### src/sv/utf8d_pkg.sv
// Types, constants and helper functions for the UTF-8 stream decoder.
// No dependencies; used by utf8d_step and utf8_stream_decoder.
`default_nettype none

package utf8d_pkg;

   // Field widths.
   localparam int unsigned CpWidth  = 31;
   localparam int unsigned LenWidth = 3;

   // Byte-level codes.
   localparam logic [1:0] ContTag   = 2'b10;
   localparam logic [7:0] AsciiMax  = 8'h7f;

   // Sequence lengths.
   localparam logic [LenWidth-1:0] LenNone = 3'd0;
   localparam logic [LenWidth-1:0] LenOne  = 3'd1;
   localparam logic [LenWidth-1:0] LenTwo  = 3'd2;
   localparam logic [LenWidth-1:0] LenThree = 3'd3;
   localparam logic [LenWidth-1:0] LenFour = 3'd4;
   localparam logic [LenWidth-1:0] LenFive = 3'd5;
   localparam logic [LenWidth-1:0] LenSix  = 3'd6;

   // State of the open sequence.
   typedef struct packed {
      logic [LenWidth-1:0] exp_len;
      logic [LenWidth-1:0] seen;
      logic [CpWidth-1:0]  acc;
      logic                err;
   } seq_type;

   // One result item.
   typedef struct packed {
      logic [CpWidth-1:0]  code_point;
      logic                valid_res;
      logic [LenWidth-1:0] byte_count;
   } result_type;

   // Decoded lead byte: length (zero for an invalid lead) and payload mask.
   typedef struct packed {
      logic [LenWidth-1:0] len;
      logic [7:0]          mask;
   } lead_type;

   function automatic lead_type lead_decode(input logic [7:0] b);
      lead_type info;
      info.len  = LenNone;
      info.mask = 8'h00;
      priority if (b <= AsciiMax) begin
         info.len  = LenOne;
         info.mask = 8'h7f;
      end else if (b[7:5] == 3'b110) begin
         info.len  = LenTwo;
         info.mask = 8'h1f;
      end else if (b[7:4] == 4'b1110) begin
         info.len  = LenThree;
         info.mask = 8'h0f;
      end else if (b[7:3] == 5'b11110) begin
         info.len  = LenFour;
         info.mask = 8'h07;
      end else if (b[7:2] == 6'b111110) begin
         info.len  = LenFive;
         info.mask = 8'h03;
      end else if (b[7:1] == 7'b1111110) begin
         info.len  = LenSix;
         info.mask = 8'h01;
      end else begin
         // Continuation bytes, 0xFE and 0xFF cannot start a sequence.
         info.len  = LenNone;
         info.mask = 8'h00;
      end
      return info;
   endfunction

   // Smallest legal code point for a given length.
   function automatic logic [CpWidth-1:0] low_bound(input logic [LenWidth-1:0] len);
      logic [CpWidth-1:0] v;
      unique case (len)
         LenTwo:   v = 31'h0000_0080;
         LenThree: v = 31'h0000_0800;
         LenFour:  v = 31'h0001_0000;
         LenFive:  v = 31'h0020_0000;
         LenSix:   v = 31'h0400_0000;
         default:  v = '0;
      endcase
      return v;
   endfunction

   // Largest legal code point for a given length.
   function automatic logic [CpWidth-1:0] high_bound(input logic [LenWidth-1:0] len);
      logic [CpWidth-1:0] v;
      unique case (len)
         LenOne:   v = 31'h0000_007f;
         LenTwo:   v = 31'h0000_07ff;
         LenThree: v = 31'h0000_ffff;
         LenFour:  v = 31'h001f_ffff;
         LenFive:  v = 31'h03ff_ffff;
         LenSix:   v = 31'h7fff_ffff;
         default:  v = '0;
      endcase
      return v;
   endfunction

endpackage

`default_nettype wire

### src/sv/utf8d_step.sv
// Combinational per-byte update of the UTF-8 decoder sequence state.
// Depends on utf8d_pkg for the state, result and lead types.
`default_nettype none

module utf8d_step (
   input  wire utf8d_pkg::seq_type    seq_cur,
   input  wire logic [7:0]            data_byte,
   input  wire logic                  end_of_buffer,
   output utf8d_pkg::seq_type         seq_next,
   output utf8d_pkg::result_type      res,
   output logic                       res_gen
);

   utf8d_pkg::lead_type              lead;
   logic                             is_open;
   logic                             is_cont;
   logic [utf8d_pkg::LenWidth-1:0]   seen_inc;
   logic                             err_upd;
   logic [utf8d_pkg::CpWidth-1:0]    acc_upd;
   logic                             in_range;

   assign lead     = utf8d_pkg::lead_decode(data_byte);
   assign is_open  = (seq_cur.exp_len != utf8d_pkg::LenNone);
   assign is_cont  = (data_byte[7:6] == utf8d_pkg::ContTag);
   assign seen_inc = seq_cur.seen + 3'd1;
   assign err_upd  = seq_cur.err | ~is_cont;

   // Shift in six payload bits if this byte is a continuation and no bad continuation was already seen.
   assign acc_upd  = (is_cont && !seq_cur.err) ? {seq_cur.acc[24:0], data_byte[5:0]}
                                               : seq_cur.acc;
   assign in_range = (acc_upd >= utf8d_pkg::low_bound(seq_cur.exp_len)) &&
                     (acc_upd <= utf8d_pkg::high_bound(seq_cur.exp_len));

   // Next state and the result item, if this byte closes one.
   always_comb begin
      seq_next       = '0;
      res_gen        = 1'b0;
      res.code_point = '0;
      res.valid_res  = 1'b0;
      res.byte_count = utf8d_pkg::LenOne;
      if (!is_open) begin
         if (lead.len == utf8d_pkg::LenOne) begin
            // Plain ASCII byte.
            res_gen        = 1'b1;
            res.code_point = {23'd0, data_byte};
            res.valid_res  = 1'b1;
         end else if (lead.len == utf8d_pkg::LenNone || end_of_buffer) begin
            // Invalid lead, or a lead with nothing after it.
            res_gen = 1'b1;
         end else begin
            seq_next.exp_len = lead.len;
            seq_next.seen    = utf8d_pkg::LenOne;
            seq_next.acc     = {23'd0, data_byte & lead.mask};
         end
      end else if (seen_inc >= seq_cur.exp_len) begin
         // Declared length reached.
         res_gen        = 1'b1;
         res.valid_res  = ~err_upd & in_range;
         res.code_point = (~err_upd & in_range) ? acc_upd : '0;
         res.byte_count = seq_cur.exp_len;
      end else if (end_of_buffer) begin
         // Truncated sequence.
         res_gen        = 1'b1;
         res.byte_count = seen_inc;
      end else begin
         seq_next.exp_len = seq_cur.exp_len;
         seq_next.seen    = seen_inc;
         seq_next.acc     = acc_upd;
         seq_next.err     = err_upd;
      end
   end

endmodule

`default_nettype wire

### src/sv/utf8_stream_decoder.sv
// UTF-8 stream decoder (six-byte form): an accepted byte passes the input register, and
// then any result goes to the result register. The sequence update is one shift-and-OR
// per byte. Throughput is one byte per cycle unless a stalled result is waiting.
// Synchronous active-high reset clears the open sequence and both valid flags.
// Top level; depends on utf8d_pkg and utf8d_step.
`default_nettype none

module utf8_stream_decoder (
   input  wire logic        clock,
   input  wire logic        reset,
   input  wire logic        req_valid,
   output logic             req_stall,
   input  wire logic [7:0]  req_data_byte,
   input  wire logic        req_end_of_buffer,
   output logic             rsp_valid,
   input  wire logic        rsp_stall,
   output logic [30:0]      rsp_code_point,
   output logic             rsp_valid_res,
   output logic [2:0]       rsp_byte_count
);

   // Input register.
   logic                      in_valid_ff, in_valid_in;
   logic [7:0]                in_byte_ff, in_byte_in;
   logic                      in_eob_ff, in_eob_in;

   // Sequence state and result register.
   utf8d_pkg::seq_type        seq_ff, seq_in;
   utf8d_pkg::result_type     res_ff, res_in;
   logic                      out_valid_ff, out_valid_in;

   utf8d_pkg::seq_type        seq_step;
   utf8d_pkg::result_type     res_step;
   logic                      res_gen;
   logic                      out_free;
   logic                      proc;
   logic                      req_take;

   utf8d_step u_step (
      .seq_cur       (seq_ff),
      .data_byte     (in_byte_ff),
      .end_of_buffer (in_eob_ff),
      .seq_next      (seq_step),
      .res           (res_step),
      .res_gen       (res_gen)
   );

   // Handshake: the buffered item moves on when its result, if any, has room.
   assign out_free  = ~out_valid_ff | ~rsp_stall;
   assign proc      = in_valid_ff & (out_free | ~res_gen);
   assign req_stall = in_valid_ff & ~proc;
   assign req_take  = req_valid & ~req_stall;

   // Next values of the input register.
   always_comb begin
      in_valid_in = req_take | (in_valid_ff & ~proc);
      in_byte_in  = req_take ? req_data_byte : in_byte_ff;
      in_eob_in   = req_take ? req_end_of_buffer : in_eob_ff;
   end

   // Next values of the sequence state and the result register.
   always_comb begin
      seq_in       = proc ? seq_step : seq_ff;
      out_valid_in = (proc & res_gen) | (out_valid_ff & rsp_stall);
      res_in       = (proc & res_gen) ? res_step : res_ff;
   end

   always_ff @(posedge clock) begin
      if (reset) begin
         in_valid_ff  <= 1'b0;
         out_valid_ff <= 1'b0;
         seq_ff       <= '0;
      end else begin
         in_valid_ff  <= in_valid_in;
         out_valid_ff <= out_valid_in;
         seq_ff       <= seq_in;
      end
   end

   always_ff @(posedge clock) begin
      in_byte_ff <= in_byte_in;
      in_eob_ff  <= in_eob_in;
      res_ff     <= res_in;
   end

   assign rsp_valid      = out_valid_ff;
   assign rsp_code_point = res_ff.code_point;
   assign rsp_valid_res  = res_ff.valid_res;
   assign rsp_byte_count = res_ff.byte_count;

   // An error result always carries a zero code point.
   a_err_zero: assert property (@(posedge clock) disable iff (reset)
      (out_valid_ff && !res_ff.valid_res) |-> (res_ff.code_point == '0))
      else $error("error result with nonzero code point");

   // A result consumes one to six bytes.
   a_count_range: assert property (@(posedge clock) disable iff (reset)
      out_valid_ff |-> (res_ff.byte_count != 3'd0 && res_ff.byte_count <= 3'd6))
      else $error("result byte count out of range");

   // An open sequence has seen at least its lead and fewer bytes than declared.
   a_seq_open: assert property (@(posedge clock) disable iff (reset)
      (seq_ff.exp_len != utf8d_pkg::LenNone) |->
         (seq_ff.seen != 3'd0 && seq_ff.seen < seq_ff.exp_len && seq_ff.exp_len <= 3'd6))
      else $error("inconsistent sequence state");

   // With the input register empty the block never stalls the sender.
   a_no_idle_stall: assert property (@(posedge clock) disable iff (reset)
      !in_valid_ff |-> !req_stall)
      else $error("stall with empty input register");

endmodule

`default_nettype wire
### config.mk
export PLATFORM = sky130hd
export DESIGN_NAME = utf8_stream_decoder
export DESIGN_NICKNAME = d
export VERILOG_FILES = /design/src/sv/utf8d_pkg.sv /design/src/sv/utf8d_step.sv /design/src/sv/utf8_stream_decoder.sv
export SDC_FILE = /design/constraint.sdc
export NUM_CORES = 1
export LEC_CHECK = 0
export BUFFER_PORTS_ARGS = -buffer_cell sky130_fd_sc_hd__buf_2
export CORE_ASPECT_RATIO = 0.8
export CORE_MARGIN = 1
export CORE_UTILIZATION = 65
export CTS_CLUSTER_SIZE = 16
export DETAILED_ROUTE_END_ITERATION = 7
export HOLD_SLACK_MARGIN = 0.05
export PLACE_DENSITY = 0.86
export REMOVE_ABC_BUFFERS = 1
export SLEW_MARGIN = 20
export SYNTH_ARGS = -nofsm -noshare
export SYNTH_HDL_FRONTEND = slang
export SYNTH_HIERARCHICAL = 1
export SYNTH_SLANG_ARGS = --single-unit
export TNS_END_PERCENT = 5
### constraint.sdc
create_clock -name clock -period 6.4 [get_ports clock]
set_input_delay 0.64 -clock clock [delete_from_list [all_inputs] [get_ports clock]]
set_output_delay 0.64 -clock clock [all_outputs]
set_load 0.01 [all_outputs]
* Yosys cells after proc, flatten, opt, wreduce, memory -nomap -nowiden
Cells that the tools add are included.
Storage, ports and cells: flip-flop bits (word level) 84, bits in latches 0, RAM bits 0, bits in read-only memories 0, input bits 13, output and inout bits 37, word-level logic and storage cells 82, memories kept 0
Cells by class: add/subtract/negate cells 1, $mul 0, div/mod/pow operators 0, magnitude comparators 4, equal/unequal tests 14, shift-type cells 0, multiplexer cells 26, bitwise operators 19, reductions and logical operators 7
Operators with widths (count):
- $pmux 31 s6 | 1
- $pmux 27 s5 | 1
- $mux 37 | 3
- $mux 38 | 2
- $mux 11 | 6
- $mux 32 | 2
- $mux 31 | 2
- $ge 31x27->1 | 1
- $le 31x31->1 | 1
- $eq 3x3->1 const B | 4
- $mux 9 | 1
- $and 8x8->8 | 1
- $le 8x7->1 const B | 1
- $eq 7x7->1 const B | 1
- $not 1->1 | 7
- $and 1x1->1 | 6
- $eq 3x1->1 const B | 2
- $eq 3x2->1 const B | 2
- $eq 6x6->1 const B | 1
- $mux 1 | 6
- $mux 3 | 2
- $eq 5x5->1 const B | 1
- $or 1x1->1 | 5
- $eq 4x4->1 const B | 1
- other kinds (10) | 11

* Depth between registers and ports, before layout
depth after elaboration 20, gate-level depth with buffers 15, gate-level depth less buffers 11

* Hierarchy
The synthesis kept the hierarchy.
By module, submodules not included:
- utf8_stream_decoder | instances 1, cells each 220, area an instance 3111.7 µm², seq. area each 2122.0 µm²
- utf8d_step | instances 1, cells each 377, area an instance 2451.1 µm², seq. area each 0.0 µm²

* Worst setup path before layout
OpenSTA, ideal clock, no wires.
path type flip-flop to flip-flop, from reg seq_ff[32] (netlist bit), to reg res_ff (netlist bit rsp_byte_count[0]) (enable), setup time 0.395 ns, data arrival time 3.591 ns, data required time 6.005 ns, path slack 2.413 ns, cell stages (with the launch flop) 12, buffers on the path 3, period minus slack after synthesis 3.987 ns, cell sequence dfxtp_1 > ha_1 > ha_1 > a21o_1 > a21o_1 > nor3_1 > clkbuf_1 > nor2_1 > a31oi_4 > buf_6 > buf_6 > and2_1
On the way: longest elaborated chain between the ends 8
Ends and longest elaborated chain:
- from (decl) | RTL line utf8_stream_decoder.sv:28 | utf8d_pkg::seq_type seq_ff, seq_in;
- from (signal assigned) | RTL line utf8_stream_decoder.sv:76 | seq_ff <= seq_in;
- $add 3x1->3 (*) | RTL line utf8d_step.sv:25 | assign seen_inc = seq_cur.seen + 3'd1;
- $ge 3x3->1 (*) | RTL line utf8d_step.sv:55 | end else if (seen_inc >= seq_cur.exp_len) begin
- $mux 1 (*) | RTL line utf8d_step.sv:55
- $mux 1 (*) | RTL line utf8d_step.sv:41 | if (!is_open) begin
- named net res_gen | RTL line utf8_stream_decoder.sv:34 | logic res_gen;
- $not 1->1 | RTL line utf8_stream_decoder.sv:50 | assign proc = in_valid_ff & (out_free | ~res_gen);
- $or 1x1->1 | RTL line utf8_stream_decoder.sv:50
- $and 1x1->1 | RTL line utf8_stream_decoder.sv:50
- $and 1x1->1 (*) | RTL line utf8_stream_decoder.sv:65 | res_in = (proc & res_gen) ? res_step : res_ff;
- to (signal assigned) | RTL line utf8_stream_decoder.sv:83 | res_ff <= res_in;
- to (decl) | RTL line utf8_stream_decoder.sv:29 | utf8d_pkg::result_type res_ff, res_in;
The timed path passes the listed nets; every way through them passes the cells marked *. A chain may end at the register's enable or synchronous reset.

==> reports/metrics.csv <==
stage;metric;value;unit
status;outcome;complete, no violations;
placed_design;place_inst;731;
floorplanning;die_y;84.7;µm
final_layout;multi_input_area;3230;µm²
pwr;pwr-share-clk;32.8;%
detailed_routing;num_vias;4660;
global_route;grt_max_degree;79;
clock_tree;htree_levels;3;
pwr;irDropWorstVdd;0.168;mV
placed_design;post-place-ws;2.02;ns
sta;post-route-min-period;4.57;ns
sta;layout_setup_ws;1.83;ns
placed_design;gp_congestion;0.951;
sta;setup_violations;0;
detailed_routing;wl_per_cell;17.8;µm
final_layout;instances_no_fill;747;
placed_design;dp_hpwl;9330;µm
final_layout;fillers;618;
synth;synthDistinctLibCells;54;
setup_path;setup.worst_path.end_class;flip-flop;
clock_tree;clkTransAtPathRegs;0.08;ns
pwr;seqPwrFrac;54.2;%
sta;rsz0062_at_grt;false;
floorplanning;die_area;8930;µm²
synth;synth-seq-area-share;38.1;%
synth;syn_inst;597;
setup_path;cp_max_fo;21;
hold_path;hold_path_class;input port to flip-flop;
pwr;p_per_area;181;nW/µm²
setup_path;cp-start-kind;flip-flop;
final_layout;syn_to_final_growth;8.43;%
sta;worst_pin_slew;1.13;ns
setup_path;worstPathRequired;6.51;ns
sta;fin_hold_ws;0.442;ns
sta;hold_violations;0;
global_route;grt_antenna_before_repair;0;
sta;max_slew_margin;24.3;%
clock_tree;holdBufCountCts;0;
final_layout;nNetsFinal;686;
setup_path;arrival;4.68;ns
floorplanning;core;8130;µm²
detailed_routing;viasPerCell;6.24;
placed_design;numPortBuffers;49;
sta;fin_tns_setup;0;ns
clock_tree;clock-sinks;84;
sta;slew_viol_final;0;
clock_tree;ctsResizeCount;0;
global_route;grt_pass1_wl;21500;µm
clock_tree;post_cts_buffers;0;
detailed_routing;dr.pass1.iters;6;
sta;max_freq;219;MHz
detailed_routing;drtAntennaViolNets;0;
detailed_routing;drc;0;
detailed_routing;wirelength;13300;µm
global_route;grt_pass1_vias;4388;
clock_tree;cts_made_buffers;9;
final_layout;diodes;0;
pwr;combPwrFrac;13.0;%
run;drv_cap;0;
clock_tree;ctsLongestPathBuffers;2;
synth;synth-async-reset-ratio;0;%
final_layout;drive_gt1_share;15.2;%
synth;avgSynthCellArea;9.32;µm²
synth;ys_ff_latch;84;
synth;synth_edf_count;44;
pwr;leakage;2.39;nW
synth;synthFlopType;edfxtp_1;
sta;finalClockSkew;0.00921;ns
final_layout;regArea;2120;µm²
clock_tree;root_buffer;clkbuf_8;
detailed_routing;drt_iter0_drc;456;
pwr;switchingPower;0.297;mW
clock_tree;cts_tree;built;
synth;ys_warn_count;6;
setup_path;r2r_slack;1.83;ns
global_route;grt_util_all_layers;31.2;%
global_route;globalRoute.totalOverflow;0;
pwr;switching_share;27.2;%
clock_tree;insertion_delay;0.37;ns
pwr;intPower;0.793;mW
sta;final.period_utilization;71.4;%
synth;syn_area;5560;µm²
floorplanning;die_w;105;µm
floorplanning;ios;50;
setup_path;path_class;flip-flop to flip-flop;
floorplanning;initial_core_util;68.4;%
floorplanning;rows;29;
[final timing paths]
check / start / endpoint / depth (start not counted)
worst max-delay path: in_byte_ff[6] / rsp_code_point[19] / 10
worst min-delay path: req_data_byte[5] / in_byte_ff[5] / 1
worst max register to register: in_byte_ff[6] / rsp_code_point[19] / 10
worst min register to register: seq_ff[27] / seq_ff[27] / 2
[cell usage after synthesis, drive strengths merged, types with 2 or more instances]
master	count	area, µm²
buf	11	91.3
nor3b	28	272
and3	2	12.5
nor2	22	82.6
nand2b	79	494
clkbuf	20	75.1
nor3	17	90.1
edfxtp	44	1320
a32o	2	20.0
ha	39	488
o31ai	6	45.0
nor4b	2	17.5
and2	30	188
or3	3	18.8
inv	13	48.8
mux2i	46	460
nand2	95	357
nand3	8	40.0
mux2	6	71.3
a21o	4	30.0
nor4	4	25.0
dfxtp	40	801
a22oi	3	22.5
a21oi	19	95.1
a211oi	2	15.0
o21a	3	22.5
o21ai	18	90.1
nand3b	2	15.0
nand4	9	56.3
o2111ai	3	32.5
nor2b	2	12.5
[cell type report]
type / count / share of cell area [%]
timing repair buffer: 57 / 5.06
sequential: 84 / 35.2
clock inverter: 5 / 0.581
multi-input combinational: 469 / 53.6
clock buffer: 11 / 2.53
tap: 108 / 2.24
inverter: 13 / 0.809
[sequential cells by signal (all words and copies together), names as in the netlist]
signal	count
seq_ff	38
rsp_code_point	31
in_byte_ff	8
rsp_byte_count	3
in_eob_ff	1
in_valid_ff	1
rsp_valid	1
rsp_valid_res	1
[power groups by stage]
stage | Sequential [mW] | Clock [mW] | Combinational (mW)
global route | 0.592 | 0.379 | 0.152
global placement | 0.602 | 0 | 0.135
floorplan | 0.605 | 0 | 0.0857
CTS | 0.590 | 0.362 | 0.139
finish | 0.590 | 0.358 | 0.142
detailed placement | 0.603 | 0 | 0.139
[metal layers]
metal  track usage [%]  wire (µm)
met5                 0          0
met4              8.58        150
met3              7.22       1340
met2              49.2       6060
met1              43.1       5750
[per-stage QoR]
stage               util [%]  total power, mW  instance area, µm²
floorplan                  -            0.691                5400
global placement        71.9            0.737                5840
detailed placement      71.9            0.741                5840
CTS                     74.2             1.09                6030
global route            74.2             1.12                6030
finish                  74.2             1.09                6030
[kinds of logic (layout without fill, tap and decap cells)]
group / count (synthesis) / after routing / share of synthesized area (%)
compound gates: 73 / 73 / 9.13
xor+xnor: 1 / 1 / 0.157
fa+ha+maj: 39 / 39 / 8.77
buf+inv: 44 / 86 / 3.87
flops: 84 / 84 / 38.1
mux: 52 / 52 / 9.56
simple gates: 304 / 304 / 30.4
[critical path: stages, from the launching register on]
cell and delay [ns]:
edfxtp_1 0.52, nor3b_4 0.78, mux2_2 0.45, ha_1 0.31, nand4_1 0.20, nor4_1 0.46
o31a_1 0.21, nor4_1 0.06, nor2_2 0.89, buf_4 0.35, nor3b_1 0.07
[cells in the final DEF, fill, tap and decap left out, types with 2 or more instances in the layout]
master and instances:
nand2_1 95, nand2b_1 79, buf_2 49, mux2i_1 46
edfxtp_1 44, dfxtp_1 40, ha_1 39, and2_1 30
nor2_1 21, a21oi_1 19, o21ai_0 18, nor3b_1 17
nor3_1 15, inv_1 12, nor3b_2 10, nand4_1 9
clkbuf_8 9, buf_4 8, nand3_1 8, o31ai_1 6
mux2_2 5, clkinvlp_4 4, a21o_1 4, nor4_1 4
a22oi_1 3, or3_1 3, o21a_1 3, and3_1 2
nor3_2 2, a32o_1 2, nor2b_1 2, o2111ai_1 2
nor4b_1 2, nand3b_1 2, a211oi_1 2
(Power assumes the default switching activity.)
